## config.mk

```make
export PLATFORM = sky130hd
export DESIGN_NAME = gdw_ctrl
export DESIGN_NICKNAME = d
export VERILOG_FILES = /design/src/hw/rtl/gdw_pkg.sv /design/src/hw/rtl/gdw_ctrl.sv
export SDC_FILE = /design/constraint.sdc
export NUM_CORES = 1
export LEC_CHECK = 0
export BUFFER_PORTS_ARGS = -buffer_cell sky130_fd_sc_hd__buf_2
export CAP_MARGIN = 10
export CORE_ASPECT_RATIO = 0.8
export CORE_UTILIZATION = 35
export DETAILED_ROUTE_END_ITERATION = 8
export GPL_TIMING_DRIVEN = 1
export HOLD_SLACK_MARGIN = 0.08
export PLACE_DENSITY_LB_ADDON = 0.15
export REMOVE_ABC_BUFFERS = 1
export SLEW_MARGIN = 20
export SYNTH_ARGS = -nofsm -noshare
export SYNTH_HDL_FRONTEND = slang
export SYNTH_SLANG_ARGS = --single-unit
```

## constraint.sdc

```tcl
create_clock -name clk -period 2.6 [get_ports clk]
set_clock_uncertainty 0.1 [all_clocks]
set_input_delay 0.39 -clock clk [delete_from_list [all_inputs] [get_ports clk]]
set_output_delay 0.39 -clock clk [all_outputs]
set_load 0.05 [all_outputs]
```

## src/hw/rtl/gdw_pkg.sv

```systemverilog
package gdw_pkg;

  localparam int MAX_ROWS    = 32;
  localparam int MAX_COLS    = 32;
  localparam int STACK_DEPTH = 2048;

  localparam int ROW_W   = 5;
  localparam int COL_W   = 5;
  localparam int CELL_N  = MAX_ROWS * MAX_COLS;
  localparam int CELL_AW = ROW_W + COL_W;
  localparam int MARK_W  = 5;
  localparam int STK_AW  = $clog2(STACK_DEPTH);
  localparam int CNT_W   = STK_AW + 1;
  localparam int SIZE_W  = 6;
  localparam int KIND_W  = 2;
  localparam int CFG_IW  = 3;
  localparam int CFG_DW  = 6;

  localparam int SIDE_RT  = 0;
  localparam int SIDE_DW  = 1;
  localparam int SIDE_UP  = 2;
  localparam int SIDE_LF  = 3;
  localparam int WALL_BIT = 4;

  localparam logic [KIND_W-1:0] KIND_LOAD  = 2'd0;
  localparam logic [KIND_W-1:0] KIND_BEGIN = 2'd1;
  localparam logic [KIND_W-1:0] KIND_STEP  = 2'd2;
  localparam logic [KIND_W-1:0] KIND_CHECK = 2'd3;

  localparam logic [CFG_IW-1:0] CFG_ROWS        = 3'd0;
  localparam logic [CFG_IW-1:0] CFG_COLS        = 3'd1;
  localparam logic [CFG_IW-1:0] CFG_START_GIVEN = 3'd2;
  localparam logic [CFG_IW-1:0] CFG_START_ROW   = 3'd3;
  localparam logic [CFG_IW-1:0] CFG_START_COL   = 3'd4;

  localparam int ST_W = 5;
  localparam logic [ST_W-1:0] ST_CLR      = 5'd0;
  localparam logic [ST_W-1:0] ST_IDLE     = 5'd1;
  localparam logic [ST_W-1:0] ST_LD_RD    = 5'd2;
  localparam logic [ST_W-1:0] ST_LD_WR    = 5'd3;
  localparam logic [ST_W-1:0] ST_BG_RD    = 5'd4;
  localparam logic [ST_W-1:0] ST_BG_WR    = 5'd5;
  localparam logic [ST_W-1:0] ST_BG_START = 5'd6;
  localparam logic [ST_W-1:0] ST_SC_RD    = 5'd7;
  localparam logic [ST_W-1:0] ST_SC_TEST  = 5'd8;
  localparam logic [ST_W-1:0] ST_MB_UP    = 5'd9;
  localparam logic [ST_W-1:0] ST_MB_LF    = 5'd10;
  localparam logic [ST_W-1:0] ST_MB_DW    = 5'd11;
  localparam logic [ST_W-1:0] ST_MB_RT    = 5'd12;
  localparam logic [ST_W-1:0] ST_MB_CUR   = 5'd13;
  localparam logic [ST_W-1:0] ST_MB_WR    = 5'd14;
  localparam logic [ST_W-1:0] ST_CHK      = 5'd15;
  localparam logic [ST_W-1:0] ST_RD       = 5'd16;
  localparam logic [ST_W-1:0] ST_PATCH    = 5'd17;
  localparam logic [ST_W-1:0] ST_LOAD     = 5'd18;
  localparam logic [ST_W-1:0] ST_NRD      = 5'd19;
  localparam logic [ST_W-1:0] ST_NWR      = 5'd20;
  localparam logic [ST_W-1:0] ST_CK_RD    = 5'd21;
  localparam logic [ST_W-1:0] ST_CK_TEST  = 5'd22;
  localparam logic [ST_W-1:0] ST_OUT      = 5'd23;

  localparam int RES_W = 3;
  localparam logic [RES_W-1:0] RES_ZERO   = 3'd0;
  localparam logic [RES_W-1:0] RES_POS    = 3'd1;
  localparam logic [RES_W-1:0] RES_FIN    = 3'd2;
  localparam logic [RES_W-1:0] RES_NOCELL = 3'd3;
  localparam logic [RES_W-1:0] RES_CHECK  = 3'd4;

  typedef struct packed {
    logic [ST_W-1:0]  op;
    logic             take;
    logic             emit;
    logic [RES_W-1:0] res;
  } cmd_t;

  typedef struct packed {
    logic clr_last;
    logic start_ok;
    logic open;
    logic scan_last;
    logic cnt_zero;
    logic cnt_one;
    logic full;
  } stat_t;

endpackage

```

## src/hw/rtl/gdw_ctrl.sv

```systemverilog
module gdw_ctrl (
  input  logic                    clk,
  input  logic                    rst,
  input  logic                    req_valid,
  input  logic [1:0]              req_kind,
  output logic                    req_ready,
  output logic                    rsp_valid,
  input  logic                    rsp_ready,
  input  gdw_pkg::stat_t          stat,
  output gdw_pkg::cmd_t           cmd
);
  import gdw_pkg::*;

  logic [ST_W-1:0]   state, state_next;
  logic [KIND_W-1:0] kind;
  logic [RES_W-1:0]  res, res_next;
  logic              take, emit;

  assign req_ready = (state == ST_IDLE);
  assign take      = req_ready && req_valid;
  assign emit      = (state == ST_OUT) && (!rsp_valid || rsp_ready);

  assign cmd.op   = state;
  assign cmd.take = take;
  assign cmd.emit = emit;
  assign cmd.res  = res;

  always_comb begin
    state_next = state;
    res_next   = res;
    unique case (state)
      ST_CLR:      if (stat.clr_last) state_next = ST_IDLE;
      ST_IDLE: begin
        if (take) begin
          unique case (req_kind)
            KIND_LOAD:  state_next = ST_LD_RD;
            KIND_BEGIN: state_next = ST_BG_RD;
            default:    state_next = ST_CHK;
          endcase
        end
      end
      ST_LD_RD:    state_next = ST_LD_WR;
      ST_LD_WR: begin
        state_next = ST_OUT;
        res_next   = RES_ZERO;
      end
      ST_BG_RD:    state_next = ST_BG_WR;
      ST_BG_WR:    state_next = stat.clr_last ? ST_BG_START : ST_BG_RD;
      ST_BG_START: state_next = stat.start_ok ? ST_MB_UP : ST_SC_RD;
      ST_SC_RD:    state_next = ST_SC_TEST;
      ST_SC_TEST: begin
        priority if (stat.open) begin
          state_next = ST_MB_UP;
        end else if (stat.scan_last) begin
          state_next = ST_OUT;
          res_next   = RES_NOCELL;
        end else begin
          state_next = ST_SC_RD;
        end
      end
      ST_MB_UP:    state_next = ST_MB_LF;
      ST_MB_LF:    state_next = ST_MB_DW;
      ST_MB_DW:    state_next = ST_MB_RT;
      ST_MB_RT:    state_next = ST_MB_CUR;
      ST_MB_CUR:   state_next = ST_MB_WR;
      ST_MB_WR: begin
        if (kind == KIND_CHECK) begin
          state_next = ST_CHK;
        end else begin
          state_next = ST_OUT;
          res_next   = RES_POS;
        end
      end
      ST_CHK: begin
        priority if (!stat.cnt_zero) begin
          state_next = ST_RD;
        end else if (kind == KIND_CHECK) begin
          state_next = ST_CK_RD;
        end else begin
          state_next = ST_OUT;
          res_next   = RES_FIN;
        end
      end
      ST_RD:       state_next = ST_PATCH;
      ST_PATCH: begin
        priority if (!stat.full) begin
          state_next = ST_NRD;
        end else if (!stat.cnt_one) begin
          state_next = ST_LOAD;
        end else if (kind == KIND_CHECK) begin
          state_next = ST_CK_RD;
        end else begin
          state_next = ST_OUT;
          res_next   = RES_FIN;
        end
      end
      ST_LOAD:     state_next = ST_RD;
      ST_NRD:      state_next = ST_NWR;
      ST_NWR:      state_next = ST_MB_UP;
      ST_CK_RD:    state_next = ST_CK_TEST;
      ST_CK_TEST: begin
        if (stat.scan_last) begin
          state_next = ST_OUT;
          res_next   = RES_CHECK;
        end else begin
          state_next = ST_CK_RD;
        end
      end
      ST_OUT:      if (emit) state_next = ST_IDLE;
      default:     state_next = ST_IDLE;
    endcase
  end

  always_ff @(posedge clk) begin
    if (rst) begin
      state     <= ST_CLR;
      kind      <= KIND_LOAD;
      res       <= RES_ZERO;
      rsp_valid <= 1'b0;
    end else begin
      state <= state_next;
      res   <= res_next;
      if (take) begin
        kind <= req_kind;
      end
      if (emit) begin
        rsp_valid <= 1'b1;
      end else if (rsp_ready) begin
        rsp_valid <= 1'b0;
      end
    end
  end
endmodule

```

* Word level (Yosys, flattened, before mapping) *
Cells that the tools add are included.

word-level totals
  bits in registers = 11
  output and inout port bits = 12

cells by class
  equal/unequal tests = 35
  mux-type cells = 26
  reduce and logical (&&, ||, !) cells = 10

operators with widths
  operator                                              count
  case mux 5 bit (24 select lines)                      1
  equality test 5 x 4 -> 1 bit (second input constant)  8
  equality test 5 bit (second input constant)           8
  2-to-1 mux 5 bit                                      8
  2-to-1 mux 3 bit                                      9
  equality test 5 x 3 -> 1 bit (second input constant)  4
  != test 2 bit (second input constant)                 9
  case mux 3 bit (6 select lines)                       1
  equality test 5 x 2 -> 1 bit (second input constant)  2
  case mux 4 bit (2 select lines)                       1
  AND reduction 8 bit                                   1
  2-to-1 mux 2 bit                                      3
  nonzero test 6 bit                                    1
  equality test 5 x 1 -> 1 bit (second input constant)  1
  zero test 5 bit                                       1
  2-to-1 mux 4 bit                                      1
  AND reduction 3 bit                                   1
  equality test 2 x 1 -> 1 bit (second input constant)  1
  equality test 2 bit (second input constant)           1
  logical AND 1 bit                                     2
  zero test 2 bit                                       1
  2-to-1 mux 1 bit                                      2
  != test 2 x 1 -> 1 bit (second input constant)        1
  nonzero test 2 bit                                    1
  2 further kinds                                       2

* Depth between registers and ports, before layout *
Gate-level depths: netlist of run 1.

  word-level depth = 5
  depth in mapped cells = 7
  mapped depth without buffers = 5

* Worst setup path before layout of run 1 *
OpenSTA, ideal clock, no wires.

  kind = register -> output
  start = register state[1]
  end = output cmd[4] (netlist bit)
  arrival time = 1.949 ns
  data required time = 2.110 ns
  setup slack = 0.161 ns
  stages on the path, launching flop included = 8
  cell sequence = dfxtp_1 buf_2 buf_4 nor2_1 and3_1 nand2_1 inv_1 buf_4

on the way
  word-level cells in the longest chain between the ends = 2

ends and longest elaborated chain
  element                       line             RTL
  start, declared               gdw_ctrl.sv:14   logic [ST_W-1:0] state, state_next;
  start signal, assigned        gdw_ctrl.sv:121  state <= state_next;
  equality test 5 x 1 -> 1 bit  gdw_ctrl.sv:19   assign req_ready = (state == ST_IDLE);
  via req_ready                 gdw_ctrl.sv:6    output logic req_ready,
  logical AND 1 bit             gdw_ctrl.sv:20   assign take = req_ready && req_valid;
  end, declared                 gdw_ctrl.sv:10   output gdw_pkg::cmd_t cmd

The timed path passes the listed nets, and every way through them passes these cells.

==> impl_metrics.env, run 1 <==
export IMPL_viasPerCell=5.85
export IMPL_drcViolationCount=0
export IMPL_hpwl_um=2230
export IMPL_post_cts_buffers=0
export IMPL_crit_required_ns=2.11
export IMPL_portBuffers=24
export IMPL_antenna_found_initial=0
export IMPL_drive_above_1_share_pct=21.6
export IMPL_grt_max_degree=24
export IMPL_synth_area_mux_share_pct=1.96
export IMPL_grt_pass1_wl_um=5010
export IMPL_initial_utilization_pct=37.0
export IMPL_n_antenna_cell=0
export IMPL_dp_cells=201
export IMPL_worstHoldStart="req_kind[0]"
export IMPL_syn_avg_cell_area_um2=6.82
export IMPL_dieHeight_um=50.4
export IMPL_slew_violations=0
export IMPL_cts_tree="built"
export IMPL_root_buffer="clkbuf_4"
export IMPL_worstReg2RegStart="state[4]$_SDFFE_PP0P_"
export IMPL_yosysSeqAreaShare_pct=21.5
export IMPL_rows=17
export IMPL_core_mm2=0.00277
export IMPL_track_usage_pct=20.3
export IMPL_synth_top_family_by_area="compound AO/OA/AOI/OAI gates"
export IMPL_cts_resized_gates=0
export IMPL_place_ws_ns=0.507
export IMPL_numCtsBuffers=3
export IMPL_cts_max_path_buffers=2
export IMPL_grt_overflow_total=0
export IMPL_outcome="complete, no violations"
export IMPL_clock_sinks=11
export IMPL_rsz0062_at_grt="no"
export IMPL_top_usage_layer="met1"
export IMPL_synth_seq_cells=11
export IMPL_synth_top_area_cell="dfxtp_1"
export IMPL_synth_xor_area_share_pct=0
export IMPL_synth_top_area_share_pct=21.5
export IMPL_drv_cap=0
export IMPL_critPathLaunch="state[2]$_SDFFE_PP0P_"
export IMPL_finalHoldViolCount=0
export IMPL_synth_area_mm2=0.00102
export IMPL_setup_violations=0
export IMPL_crit_type="reg -> out"
export IMPL_max_freq_mhz=415
export IMPL_slew_limit_headroom_pct=52.2
export IMPL_grt_use_met3_pct=5.23
export IMPL_wire_per_inst_um=14.9
export IMPL_setup_ws_ns=0.191
export IMPL_cp_max_fo=20
export IMPL_synthSimpleGateAreaFrac_pct=31.7
export IMPL_first_global_vias=1030
export IMPL_firstDrtPassIters=6
export IMPL_synth_cell_type_count=40
export IMPL_worstMarginPinSlew_ns=0.716
export IMPL_syn_inst=150
export IMPL_min_path_type="in -> reg"
export IMPL_wl_um=3050
export IMPL_timing_final_crit_share_pct=92.7
export IMPL_setup_tns_ns=0
export IMPL_leakage_nw=0.485
export IMPL_area_delta_synth_final_pct=12.8
export IMPL_start_kind="register"
export IMPL_io_pins=25
export IMPL_synth_compound_area_share_pct=34.7
export IMPL_nNetsFinal=181
export IMPL_final_cells=205
export IMPL_met2_usage_pct=28.6
export IMPL_p_per_area_mw_per_mm2=596
export IMPL_drt_iter0_drc=103
export IMPL_peakVddDrop_v=0.000284
export IMPL_synth_warning_count=0
export IMPL_place_congestion=0.907
export IMPL_ant_nets=0
export IMPL_clkLatencyLatePin_ns=0.28
export IMPL_path_clk_slew_ns=0.08
export IMPL_dieWidth_um=62.5
export IMPL_netlist_top_cells_area="dfxtp_1 22%, a21oi_1 7.8%, nor2_1 7.0%"
export IMPL_synthAdderAreaFrac_pct=0
export IMPL_vias=1200
export IMPL_cp_end_kind="primary output"
export IMPL_dieArea_mm2=0.00315
export IMPL_period_minus_slack_ns=2.41
export IMPL_htree_levels=1
export IMPL_arrival_ns=1.92
export IMPL_hold_buffers=0
export IMPL_use_met1_pct=29.2
logic make-up after synthesis:
logic type,after synthesis
simple gates,65
mux,2
buf+inv,20
compound gates,52
flops,11
critical path, cell delays in order (launching register included):
cell	delay, ns
dfxtp_1	0.75
nor2_1	0.24
and3_1	0.26
nand2_1	0.14
inv_1	0.05
buf_2	0.20
per-layer routing:
layer | vias up | wire [um]
li1 | 578 | -
met1 | 552 | 1430
met2 | 64 | 1260
met3 | 6 | 306
met4 | 0 | 56
met5 | - | 0
registers in the layout (all words and copies together) (netlist names):
register and cells:
res 3, kind 2, rsp_valid 1, state 5
cell type report:
| type | count | area, um2 |
|---|---|---|
| Clock buffer | 4 | 26.3 |
| Fill cell | 304 | 1610 |
| Inverter | 7 | 26.3 |
| Multi-Input combinational cell | 119 | 699 |
| Sequential cell | 11 | 220 |
| Tap cell | 38 | 47.5 |
| Timing Repair Buffer | 26 | 135 |
cells in the final DEF (no fill, tap or decap), types with 4 or more instances in the layout:
cell       n
nor3_1     4
nand2b_1   4
nor2_1    19
nand3_1    4
o21ai_0   14
a21oi_1   16
nor2b_1    6
and3_1     4
dfxtp_1   11
buf_2     24
inv_1      6
nand2_1   15
cell usage after synthesis:
cell / n
o221a_2: 1
a22o_1: 1
o221ai_1: 2
buf_1: 1
nor2_1: 19
a221oi_1: 1
buf_4: 4
o21ai_0: 14
nand3_1: 4
nand4_1: 1
o211ai_1: 3
or3_1: 2
and4b_1: 1
clkbuf_1: 2
o311ai_0: 2
nor2b_2: 1
and3_1: 4
nand3b_1: 1
nand2_1: 15
a311oi_2: 1
a21boi_0: 1
inv_1: 6
and2_4: 1
a31oi_1: 1
inv_2: 1
a311oi_1: 1
dfxtp_1: 11
nor4b_1: 1
mux2i_1: 2
o41a_1: 3
or2_2: 1
a21oi_1: 16
nor3_1: 4
a32oi_2: 1
nor2b_1: 6
buf_2: 5
a2bb2oi_1: 1
a211oi_1: 3
buf_6: 1
nand2b_1: 4
stage by stage:
stage	utilization, %	total power, mW	hold slack [ns]	instance area (um2)
finish	41.8	0.688	0.272	1150
global route	41.8	0.728	0.294	1150
CTS	41.8	0.684	0.275	1150
detailed placement	40.8	0.560	0.375	1130
global placement	40.8	0.563	0.368	1130
floorplan	-	0.464	0.359	946
final timing paths:
path / cells past startpoint / slack [ns] / endpoint
worst min-delay path: 3 / 0.27 / kind[0]$_SDFFE_PP0P_
worst max-delay path: 5 / 0.19 / cmd[4]
worst max register to register: 5 / 0.46 / res[0]$_SDFFE_PP0P_
worst min register to register: 2 / 0.38 / res[2]$_SDFFE_PP0P_
power breakdown:
| group | leakage (nW) | switching, mW | internal, mW | total [mW] |
|---|---|---|---|---|
| Combinational | 0.380 | 0.216 | 0.106 | 0.321 |
| Sequential | 0.0894 | 0.0551 | 0.186 | 0.241 |
| Clock | 0.0150 | 0.0660 | 0.0595 | 0.125 |
| Total | 0.485 | 0.337 | 0.351 | 0.688 |
(Power assumes the default switching activity.)
==> run 2, diff against run 1 <==
- CORE_ASPECT_RATIO: 0.8 -> 1.4
==> impl_metrics.env, run 2 (synthesized netlist as in run 1, its figures left out) <==
export IMPL_crit_required_ns=2.11
export IMPL_largest_registers="state x5, res x3, kind x2"
export IMPL_area_delta_synth_final_pct=11.9
export IMPL_initial_utilization_pct=37.9
export IMPL_worstMarginPinSlew_ns=0.722
export IMPL_first_global_vias=1105
export IMPL_peakVddDrop_v=0.000496
export IMPL_hold_buffers=0
export IMPL_grt_pass1_wl_um=5110
export IMPL_ant_nets=0
export IMPL_power_share_sequential_pct=35.7
export IMPL_post_cts_buffers=0
export IMPL_htree_levels=1
export IMPL_wl_um=3150
export IMPL_cts_tree="built"
export IMPL_core_mm2=0.00270
export IMPL_dieWidth_um=47.7
export IMPL_cp_cell_sequence="nor2_1 -> and3_1 -> nand2_1 -> inv_1 -> buf_2"
export IMPL_timing_final_crit_share_pct=94.9
export IMPL_p_per_area_mw_per_mm2=598
export IMPL_nNetsFinal=180
export IMPL_cp_max_fo=20
export IMPL_start_kind="register"
export IMPL_dieHeight_um=66.0
export IMPL_crit_type="reg -> out"
export IMPL_clkLatencyLatePin_ns=0.28
export IMPL_max_freq_mhz=405
export IMPL_path_clk_slew_ns=0.08
export IMPL_portBuffers=24
export IMPL_root_buffer="clkbuf_4"
export IMPL_setup_violations=0
export IMPL_rows=22
export IMPL_hpwl_um=2390
export IMPL_wire_per_inst_um=15.6
export IMPL_top_usage_layer="met2"
export IMPL_drive_above_1_share_pct=21.1
export IMPL_drv_cap=0
export IMPL_finalHoldViolCount=0
export IMPL_drcViolationCount=0
export IMPL_placed_area_mm2=0.00112
export IMPL_max_flop_register="state"
export IMPL_internal_power_mw=0.349
export IMPL_final_common_cell="buf_2"
export IMPL_post_route_util_pct=42.4
export IMPL_clock_sinks=11
export IMPL_combPwrFrac_pct=46.1
export IMPL_totalPowerFinal_mw=0.685
export IMPL_cts_max_path_buffers=2
export IMPL_n_antenna_cell=0
export IMPL_firstDrtPassIters=4
export IMPL_min_path_type="in -> reg"
export IMPL_dieArea_mm2=0.00315
export IMPL_drt_iter0_drc=45
export IMPL_largest_register_ffs=5
export IMPL_place_congestion=0.961
export IMPL_critical_path_top_delay_family="flip-flops"
export IMPL_vias=1163
export IMPL_numCtsBuffers=3
export IMPL_cp_end_kind="primary output"
export IMPL_arrival_ns=1.98
export IMPL_setup_tns_ns=0
export IMPL_cpPeakStageDelay_ns=0.78
export IMPL_cts_resized_gates=0
export IMPL_clockPowerShare_pct=18.2
export IMPL_grt_max_degree=24
export IMPL_leakage_nw=0.479
export IMPL_io_pins=25
export IMPL_grt_use_met3_pct=4.92
export IMPL_use_met1_pct=27.3
export IMPL_whs_ns=0.274
export IMPL_stdcell_area_mm2=0.00114
export IMPL_antenna_found_initial=0
export IMPL_slew_violations=0
export IMPL_outcome="complete, no violations"
export IMPL_met2_usage_pct=36.1
export IMPL_period_minus_slack_ns=2.47
export IMPL_p_sw_mw=0.335
export IMPL_viasPerCell=5.76
export IMPL_slew_limit_headroom_pct=51.8
export IMPL_grt_overflow_total=0
export IMPL_path_buf_inv=2
export IMPL_track_usage_pct=22.6
export IMPL_cp_slowest_cell="dfxtp_1"
export IMPL_switching_share_pct=49.0
export IMPL_mostFrequentLayoutCells="24 x buf_2, 19 x nor2_1, 16 x a21oi_1"
export IMPL_rsz0062_at_grt="no"
==> run 2: path summary, 6_finish.rpt <==
| kind | startpoint | end | cells after the start | slack, ns |
|---|---|---|---|---|
| worst min-delay path | req_kind[0] | kind[0]$_SDFFE_PP0P_ | 3 | 0.27 |
| worst max-delay path | state[2]$_SDFFE_PP0P_ | cmd[4] | 5 | 0.13 |
| worst min register to register | res[2]$_SDFFE_PP0P_ | res[2]$_SDFFE_PP0P_ | 2 | 0.39 |
| worst max register to register | state[2]$_SDFFE_PP0P_ | state[1]$_SDFFE_PP0P_ | 5 | 0.44 |
==> run 2: stage by stage <==
step / std cells / setup WS, ns
floorplan: 137 / 0.00609
global placement: 198 / 0.495
detailed placement: 198 / 0.476
CTS: 202 / 0.164
global route: 202 / 0.0651
finish: 202 / 0.132
==> run 2: tightest hold or removal path, cell delays in order <==
cell,delay (ns)
buf_2,0.10
mux2i_1,0.06
nor2_1,0.07
==> run 2: layer usage <==
| layer | part of all wire, % | wire length (um) | up-vias |
|---|---|---|---|
| li1 | - | - | 578 |
| met3 | 5.1 | 161 | 14 |
| met5 | 0 | 0 | - |
| met1 | 41 | 1310 | 523 |
| met2 | 49 | 1550 | 48 |
| met4 | 4.2 | 131 | 0 |
==> run 2: layout make-up <==
| class | instances | area (um2) |
|---|---|---|
| Tap cell | 36 | 45.0 |
| Clock buffer | 4 | 26.3 |
| Sequential cell | 11 | 220 |
| Timing Repair Buffer | 25 | 128 |
| Fill cell | 314 | 1550 |
| Inverter | 7 | 26.3 |
| Multi-Input combinational cell | 119 | 699 |
==> run 2: power groups by stage <==
stage               clock (mW)  sequential, mW  combinational, mW
finish                   0.125           0.244              0.316
global placement             0           0.245              0.313
floorplan                    0           0.283              0.181
global route             0.133           0.249              0.343
detailed placement           0           0.247              0.313
CTS                      0.126           0.243              0.314
